### src/sv/tpws_pkg.sv
// ----------------------------------------------------------------------------
// Text page and width scanner package
// Shared types and constants for the scanner core and its top level.
// ----------------------------------------------------------------------------
package tpws_pkg;

  localparam int unsigned BYTE_W     = 8;
  localparam int unsigned PAGE_W     = 25;
  localparam int unsigned COUNT_W    = 32;
  localparam int unsigned WIDTH_W    = 16;
  localparam int unsigned EXPECT_W   = 24;
  localparam int unsigned OUT_DATA_W = 112;
  localparam int unsigned OUT_PAD_W  = OUT_DATA_W - (PAGE_W + 2 * COUNT_W + WIDTH_W + 1);
  localparam int unsigned FIFO_DEPTH_DEF = 4;

  localparam logic KIND_PAGE  = 1'b0;
  localparam logic KIND_FINAL = 1'b1;

  localparam logic [BYTE_W-1:0] CH_TAB = 8'h09;
  localparam logic [BYTE_W-1:0] CH_LF  = 8'h0A;
  localparam logic [BYTE_W-1:0] CH_FF  = 8'h0C;
  localparam logic [BYTE_W-1:0] CH_CR  = 8'h0D;

  typedef struct packed {
    logic               record_kind;
    logic [PAGE_W-1:0]  page_index;
    logic [COUNT_W-1:0] byte_offset;
    logic [COUNT_W-1:0] line_count;
    logic [WIDTH_W-1:0] widest_line;
    logic               pages_disagree;
    logic               last_of_run;
  } rec_t;

  typedef struct packed {
    logic pg_vld;
    logic fin_vld;
    rec_t pg;
    rec_t fin;
  } emit_t;

endpackage

### src/sv/tpws_core.sv
// ----------------------------------------------------------------------------
// Text page and width scanner core
// Holds the per-document counters and forms the page and final records for
// one byte.
// ----------------------------------------------------------------------------
module tpws_core (
  input  logic                              clk,
  input  logic                              rst_n,
  input  logic                              proc_en,
  input  logic [tpws_pkg::BYTE_W-1:0]       byte_value,
  input  logic                              end_of_document,
  input  logic [tpws_pkg::EXPECT_W-1:0]     expected_pages,
  output tpws_pkg::emit_t                   emit
);
  import tpws_pkg::*;

  logic [COUNT_W-1:0] offset_r, offset_nxt;
  logic [COUNT_W-1:0] lines_r, lines_nxt;
  logic [WIDTH_W-1:0] col_r, col_nxt;
  logic [WIDTH_W-1:0] maxw_r, maxw_nxt;
  logic [PAGE_W-1:0]  page_r, page_nxt;

  logic [COUNT_W-1:0] offset_upd;
  logic [COUNT_W-1:0] lines_upd;
  logic [WIDTH_W-1:0] col_upd;
  logic [WIDTH_W-1:0] maxw_upd;
  logic [PAGE_W-1:0]  page_upd;
  logic [2:0]         bw;
  logic [6:0]         c7;
  logic               c7_print;
  logic [WIDTH_W:0]   col_sum;

  always_comb begin
    c7       = byte_value[6:0];
    c7_print = (c7 >= 7'h20) && (c7 <= 7'h7E);
    priority if (byte_value == CH_TAB) begin
      bw = 3'd4 - {1'b0, col_r[1:0]};
    end else if (byte_value == CH_CR) begin
      bw = 3'd0;
    end else if (byte_value == CH_FF) begin
      bw = 3'd2;
    end else if (byte_value[7]) begin
      bw = c7_print ? 3'd3 : 3'd4;
    end else begin
      bw = c7_print ? 3'd1 : 3'd2;
    end
    col_sum = {1'b0, col_r} + {{(WIDTH_W-2){1'b0}}, bw};
  end

  always_comb begin
    offset_upd = offset_r + 1'b1;
    lines_upd  = lines_r;
    maxw_upd   = maxw_r;
    page_upd   = page_r;
    col_upd    = col_sum[WIDTH_W] ? {WIDTH_W{1'b1}} : col_sum[WIDTH_W-1:0];
    if (byte_value == CH_LF) begin
      lines_upd = lines_r + 1'b1;
      maxw_upd  = (maxw_r < col_r) ? col_r : maxw_r;
      col_upd   = '0;
    end else if (byte_value == CH_FF) begin
      page_upd = page_r + 1'b1;
    end

    emit.pg_vld             = proc_en && (byte_value == CH_FF);
    emit.pg.record_kind     = KIND_PAGE;
    emit.pg.page_index      = page_r;
    emit.pg.byte_offset     = offset_r;
    emit.pg.line_count      = lines_r;
    emit.pg.widest_line     = '0;
    emit.pg.pages_disagree  = 1'b0;
    emit.pg.last_of_run     = !end_of_document;

    emit.fin_vld            = proc_en && end_of_document;
    emit.fin.record_kind    = KIND_FINAL;
    emit.fin.page_index     = page_upd;
    emit.fin.byte_offset    = offset_upd;
    emit.fin.line_count     = lines_upd;
    emit.fin.widest_line    = maxw_upd;
    emit.fin.pages_disagree = page_upd != {1'b0, expected_pages};
    emit.fin.last_of_run    = 1'b1;

    offset_nxt = offset_r;
    lines_nxt  = lines_r;
    col_nxt    = col_r;
    maxw_nxt   = maxw_r;
    page_nxt   = page_r;
    if (proc_en) begin
      if (end_of_document) begin
        offset_nxt = '0;
        lines_nxt  = '0;
        col_nxt    = '0;
        maxw_nxt   = '0;
        page_nxt   = {{(PAGE_W-1){1'b0}}, 1'b1};
      end else begin
        offset_nxt = offset_upd;
        lines_nxt  = lines_upd;
        col_nxt    = col_upd;
        maxw_nxt   = maxw_upd;
        page_nxt   = page_upd;
      end
    end
  end

  always_ff @(posedge clk) begin
    if (!rst_n) begin
      offset_r <= '0;
      lines_r  <= '0;
      col_r    <= '0;
      maxw_r   <= '0;
      page_r   <= {{(PAGE_W-1){1'b0}}, 1'b1};
    end else begin
      offset_r <= offset_nxt;
      lines_r  <= lines_nxt;
      col_r    <= col_nxt;
      maxw_r   <= maxw_nxt;
      page_r   <= page_nxt;
    end
  end

endmodule

### src/sv/text_page_and_width_scanner_unit.sv
// ----------------------------------------------------------------------------
// Text page and width scanner unit
// Scans document bytes and emits page markers and end-of-document summaries.
// ----------------------------------------------------------------------------
// The unit accepts one document byte per clock cycle while its output queue
// keeps room for two records. A byte is captured in an input register and
// processed from there, which updates the counters and pushes zero, one or
// two records into a small output queue. A form feed that is also the last
// byte of a document yields two transactions, and since the queue drains one
// record per cycle while out_tready is high, a long run of such bytes fills
// the queue and holds back the input. The queue holds FIFO_DEPTH records
// and a byte is processed only while room for two is left.
module text_page_and_width_scanner_unit #(
  parameter int unsigned FIFO_DEPTH = tpws_pkg::FIFO_DEPTH_DEF
) (
  input  logic                               clk,
  input  logic                               rst_n,
  input  logic                               in_tvalid,
  output logic                               in_tready,
  input  logic [7:0]                         in_tdata,   // [7:0] byte_value
  input  logic                               in_tlast,   // end_of_document
  output logic                               out_tvalid,
  input  logic                               out_tready,
  // [24:0] page_index, [56:25] byte_offset, [88:57] line_count,
  // [104:89] widest_line, [105] pages_disagree, [111:106] zero
  output logic [tpws_pkg::OUT_DATA_W-1:0]    out_tdata,
  output logic                               out_tuser,  // record_kind
  output logic                               out_tlast,  // last_of_run
  input  logic                               cfg_wr_en,
  input  logic [tpws_pkg::EXPECT_W-1:0]      cfg_wr_data // expected_pages
);
  import tpws_pkg::*;

  localparam int unsigned PTR_W = (FIFO_DEPTH > 1) ? $clog2(FIFO_DEPTH) : 1;
  localparam int unsigned CNT_W = $clog2(FIFO_DEPTH + 1);
  localparam logic [CNT_W-1:0] ROOM_LIMIT = CNT_W'(FIFO_DEPTH - 2);
  localparam logic [PTR_W-1:0] PTR_LAST   = PTR_W'(FIFO_DEPTH - 1);

  logic [EXPECT_W-1:0] expect_r;
  logic                s1_vld_r;
  logic [BYTE_W-1:0]   s1_byte_r;
  logic                s1_last_r;
  logic                s1_fire;
  emit_t               emit;

  rec_t                fifo_mem [FIFO_DEPTH];
  logic [PTR_W-1:0]    wr_ptr_r, wr_ptr_nxt;
  logic [PTR_W-1:0]    rd_ptr_r, rd_ptr_nxt;
  logic [CNT_W-1:0]    cnt_r, cnt_nxt;
  logic [PTR_W-1:0]    wr_ptr_p1;
  logic [PTR_W-1:0]    fin_ptr;
  logic                pop;
  rec_t                head;

  assign s1_fire   = s1_vld_r && (cnt_r <= ROOM_LIMIT);
  assign in_tready = !s1_vld_r || s1_fire;

  always_ff @(posedge clk) begin
    if (!rst_n) begin
      expect_r <= '0;
    end else if (cfg_wr_en) begin
      expect_r <= cfg_wr_data;
    end
  end

  always_ff @(posedge clk) begin
    if (!rst_n) begin
      s1_vld_r <= 1'b0;
    end else if (in_tready) begin
      s1_vld_r <= in_tvalid;
    end
  end

  always_ff @(posedge clk) begin
    if (in_tready && in_tvalid) begin
      s1_byte_r <= in_tdata;
      s1_last_r <= in_tlast;
    end
  end

  tpws_core u_core (
    .clk             (clk),
    .rst_n           (rst_n),
    .proc_en         (s1_fire),
    .byte_value      (s1_byte_r),
    .end_of_document (s1_last_r),
    .expected_pages  (expect_r),
    .emit            (emit)
  );

  always_comb begin
    wr_ptr_p1  = (wr_ptr_r == PTR_LAST) ? '0 : wr_ptr_r + 1'b1;
    fin_ptr    = emit.pg_vld ? wr_ptr_p1 : wr_ptr_r;
    pop        = out_tvalid && out_tready;
    rd_ptr_nxt = pop ? ((rd_ptr_r == PTR_LAST) ? '0 : rd_ptr_r + 1'b1) : rd_ptr_r;
    wr_ptr_nxt = fin_ptr;
    if (emit.fin_vld) begin
      wr_ptr_nxt = (fin_ptr == PTR_LAST) ? '0 : fin_ptr + 1'b1;
    end
    cnt_nxt = cnt_r + CNT_W'(emit.pg_vld) + CNT_W'(emit.fin_vld) - CNT_W'(pop);
  end

  always_ff @(posedge clk) begin
    if (!rst_n) begin
      wr_ptr_r <= '0;
      rd_ptr_r <= '0;
      cnt_r    <= '0;
    end else begin
      wr_ptr_r <= wr_ptr_nxt;
      rd_ptr_r <= rd_ptr_nxt;
      cnt_r    <= cnt_nxt;
    end
  end

  always_ff @(posedge clk) begin
    if (emit.pg_vld) begin
      fifo_mem[wr_ptr_r] <= emit.pg;
    end
    if (emit.fin_vld) begin
      fifo_mem[fin_ptr] <= emit.fin;
    end
  end

  assign head       = fifo_mem[rd_ptr_r];
  assign out_tvalid = cnt_r != '0;
  assign out_tuser  = head.record_kind;
  assign out_tlast  = head.last_of_run;
  assign out_tdata  = {{OUT_PAD_W{1'b0}}, head.pages_disagree, head.widest_line,
                       head.line_count, head.byte_offset, head.page_index};

  a_cnt_bound : assert property (@(posedge clk) disable iff (!rst_n)
    cnt_r <= CNT_W'(FIFO_DEPTH))
    else $error("output queue count exceeds its depth");

  a_final_last : assert property (@(posedge clk) disable iff (!rst_n)
    out_tvalid && (out_tuser == KIND_FINAL) |-> out_tlast)
    else $error("final record without last_of_run");

  a_page_clean : assert property (@(posedge clk) disable iff (!rst_n)
    out_tvalid && (out_tuser == KIND_PAGE) |-> (out_tdata[105:89] == '0))
    else $error("page record carries width or mismatch");

  a_no_overrun : assert property (@(posedge clk) disable iff (!rst_n)
    s1_fire |-> cnt_r <= ROOM_LIMIT)
    else $error("byte processed without queue room");

endmodule
### config.mk
export PLATFORM = sky130hd
export DESIGN_NAME = text_page_and_width_scanner_unit
export DESIGN_NICKNAME = d
export VERILOG_FILES = /design/src/sv/tpws_pkg.sv /design/src/sv/tpws_core.sv /design/src/sv/text_page_and_width_scanner_unit.sv
export SDC_FILE = /design/constraint.sdc
export NUM_CORES = 1
export LEC_CHECK = 0
export ABC_AREA = 1
export BUFFER_PORTS_ARGS = -buffer_cell sky130_fd_sc_hd__buf_2
export CORE_MARGIN = 2
export CORE_UTILIZATION = 56
export CTS_CLUSTER_SIZE = 28
export DETAILED_ROUTE_END_ITERATION = 12
export HOLD_SLACK_MARGIN = 0.02
export PLACE_DENSITY = 0.77
export RECOVER_POWER = 100
export SLEW_MARGIN = 0
export SYNTH_ARGS = -nofsm -noshare
export SYNTH_HDL_FRONTEND = slang
export SYNTH_SLANG_ARGS = --single-unit
### constraint.sdc
create_clock -name clk -period 4.7 [get_ports clk]
set_input_delay 0.235 -clock clk [delete_from_list [all_inputs] [get_ports clk]]
set_output_delay 0.235 -clock clk [all_outputs]
set_load 0.05 [all_outputs]
==> impl_metrics.ini <==
[run_status]
outcome = finished with violations
violations = capacitance limit, slew limit

[route]
drt-initial-drc-count = 2933
met1_length_um = 33930
drc = 0
wl_met3_um = 8770
routed_via_density = 6.134
firstDrtPassIters = 6
final_antenna_net_count = 0
wire_per_inst_um = 20.31
route.met2.wl_um = 39740
drt_wl_total_um = 85580
highest_layer = met4
vias = 25849

[setup_path]
critPathBufInv = 2
cp_cell_sequence = clkbuf_2 -> o21ai_0 -> o22ai_1 -> clkbuf_1
max_stage_delay_ns = 1.32
cp_max_fo = 84
worst-setup-path-type = register to output pin
critPathTopFamily = buffers and inverters
startpoint_type = register
r2r-start = cnt_r[1]
r2r_slack_ns = 0.51
slowest_stage = clkbuf_2
cp.required_ns = 4.47
cp-end-kind = output pin
rr_endpoint = u_core.offset_r[9]
worst_ep_arrival_time_ns = 4.03
rr_worst_depth = 10

[clock_network]
root_buffer = clkbuf_16
cts.clk_slew.worst_paths_ns = 0.06
clockBufferDepth = 3
cts_tree = built
post-cts-setup-buffer-count = 0
clk-insertion-delay-late_ns = 0.64
numCtsBuffers = 61
htreeDepth = 2
cts_sinks = 596

[job]
cap_violations = 4

[finish]
area_growth_pct = 10.66
num_antenna_cells = 0
layout-drive-gt1-share_pct = 7.402
final_nets = 3549
finalInstanceArea_um2 = 33160

[sta]
rsz0062_at_grt = false
fin_crit_sh_pct = 90.84
fin_crit_ns = 4.270
final_hold_viol_count = 0
fmax_ghz = 0.2342
drv_slew = 318
tns_ns = 0
setup_violations = 0
finalClockSkew_ns = 0.02629
relSlewSlack_pct = -58.40
max_slew.worst_pin.slew_ns = 2.376

[die]
chipHeight_um = 235.3
initial_utilization_pct = 56.79
ios = 154
die_x_um = 235.3
die-area_um2 = 55370
core-area_um2 = 52760
num_rows = 84

[place]
placed_cell_area_um2 = 31080
place_congestion = 0.9164
dp_hpwl_um = 49690
io_buffers = 147

[yosys]
synth_area_leaders = edfxtp_1 (43%), dfxtp_1 (11%), o21ai_0 (7.3%)
async_flop_share_pct = 0
synth-seq-cells = 596
ys_seq_area_share_pct = 54.29
ys.flop_type = edfxtp_1
yosysWarnings = 0
synth_top_area_cell = edfxtp_1
syn_inst = 3400
netlist_area_um2 = 29960
yosys.cell_types.count = 53
synth.avg_cell_area_um2 = 8.812
synth.top_cell.area_share_pct = 43.40
synth_edf_count = 433

[pwr]
ir_worst_vdd_mv = 0.3530
p_per_area_nw_per_um2 = 461.0
p_leak_nw = 10.34

[grt]
grt_util_all_layers_pct = 30.34
antenna_found_initial = 0
grt_pass1_vias = 24703
grt_max_degree = 115
grt_overflow = 0
grt_pass1_wl_um = 134700

[hold_path]
hold_path_startpoint = out_tready
hold_depth = 4
hp-class = input port to register
-- final cells by class --
class	instances	area, um2
clock buffers	93	1727
clock inverters	22	231.5
fillers	4420	19610
inverters	235	892.1
multi-input cells	2360	11890
flip-flops and latches	596	16270
well taps	688	860.8
repair buffers	220	1282
-- worst max-delay path by stage --
stage	slack, ns	startpoint	to	cells after the start
floorplan	0.94	cnt_r[1]	fifo_mem[3][100]	14
CTS	0.80	s1_byte_r[0]	fifo_mem[2][64]	14
finish	0.43	register	out_tdata[90]	4
detailed placement	0.79	s1_byte_r[0]	fifo_mem[2][87]	14
global route	0.25	register	out_tdata[17]	4
global placement	0.85	s1_byte_r[5]	fifo_mem[2][80]	14
-- what timing repair did --
item,CTS,global route
resized for setup,0,0
hold buffers,35,0
endpoints found under the hold margin,34,0
-- layer usage --
metal | track usage, % | vias up
met5 | 0 | -
li1 | - | 12056
met1 | 40.37 | 12140
met3 | 5.265 | 231
met2 | 49.46 | 1422
met4 | 12.51 | 0
-- cell families (layout without fill, tap and decap cells) --
logic type,Yosys count,after routing,share of synthesized area (%)
and+or+nand+nor,1363,1363,19.79
DFF,596,596,54.29
buffers and inverters,449,570,6.072
other,1,6,0.01252
adders and majority gates,37,37,1.620
xor gates and xnor gates,57,57,1.762
AOI/OAI and AO/OA,897,897,16.45
-- cell usage after synthesis, types with 2 or more instances --
master,number
xnor2_1,3
clkbuf_1,149
o211ai_1,2
dfxtp_1,163
a21oi_1,132
buf_1,15
buf_4,10
ha_1,34
buf_6,7
nand3b_1,10
nand3_1,204
buf_2,33
o22ai_1,300
nand2_1,581
o21ai_1,6
o21ai_0,440
o21bai_1,2
a2bb2oi_1,3
inv_1,206
nor3_4,2
nand4_1,29
fa_1,3
edfxtp_1,433
a31oi_1,2
nor2_4,9
nor2_8,3
xor2_1,51
nor3_1,38
nor2_1,419
nand3_2,6
or2_2,8
nand2_4,2
o21ai_2,2
nor3_2,7
nor4_1,8
clkinv_1,6
xor2_2,2
nand2_2,20
inv_2,22
nor2_2,14
a21o_1,2
-- state kept, by name, summed over array words and instances, names as in the netlist, named ones only --
name / flops
cnt_r: 3
expect_r: 24
fifo_mem: 432
rd_ptr_r: 2
s1_byte_r: 8
s1_last_r: 1
s1_vld_r: 1
u_core.col_r: 16
u_core.lines_r: 32
u_core.maxw_r: 16
u_core.offset_r: 32
u_core.page_r: 25
wr_ptr_r: 2
-- stage by stage --
| stage | setup slack, ns | hold WS (ns) | util, % | std cells | power, W |
|---|---|---|---|---|---|
| after floorplan | 0.9385 | 0.3339 | - | 3405 | 0.009354 |
| after global placement | 0.8506 | 0.4163 | 58.91 | 4064 | 0.01061 |
| after detailed placement | 0.7928 | 0.4131 | 58.91 | 4064 | 0.01064 |
| after CTS | 0.7974 | 0.02131 | 63.29 | 4214 | 0.01543 |
| after global routing | 0.2539 | 0.1053 | 62.84 | 4214 | 0.01578 |
| final | 0.4303 | 0.09720 | 62.84 | 4214 | 0.01529 |
-- tightest hold or removal path, cell delays in order --
cell and delay, ns:
buf_2 0.08, nand2_1 0.13, o21ai_0 0.17, nor2_1 0.06
-- report_power, final --
group | switching (W) | internal [W] | total, W
sequential | 0.000160 | 0.00581 | 0.00597
clock | 0.00206 | 0.00279 | 0.00485
combinational | 0.00370 | 0.000771 | 0.00447
total | 0.00592 | 0.00937 | 0.0153
-- cells in the final DEF (no fill, tap or decap), types with 8 or more instances in the layout --
| master | netlist | routed |
|---|---|---|
| o21ai_0 | 440 | 440 |
| dfxtp_1 | 163 | 161 |
| buf_4 | 10 | 24 |
| edfxtp_1 | 433 | 433 |
| nor2_4 | 9 | 8 |
| clkbuf_1 | 149 | 127 |
| or2_2 | 8 | 8 |
| a21oi_1 | 132 | 133 |
| nor2_2 | 14 | 9 |
| nand3b_1 | 10 | 10 |
| inv_2 | 22 | 15 |
| clkbuf_8 | 0 | 8 |
| xor2_1 | 51 | 51 |
| ha_1 | 34 | 34 |
| clkinv_1 | 6 | 14 |
| nor2_1 | 419 | 425 |
| nand2_1 | 581 | 577 |
| o22ai_1 | 300 | 300 |
| buf_2 | 33 | 46 |
| dlygate4sd3_1 | 0 | 35 |
| nand4_1 | 29 | 29 |
| nor4_1 | 8 | 8 |
| nand3_1 | 204 | 204 |
| clkbuf_16 | 0 | 61 |
| nor3_1 | 38 | 38 |
| inv_1 | 206 | 211 |
| nand2_2 | 20 | 21 |
No activity file was read; power rests on OpenSTA's default activity.
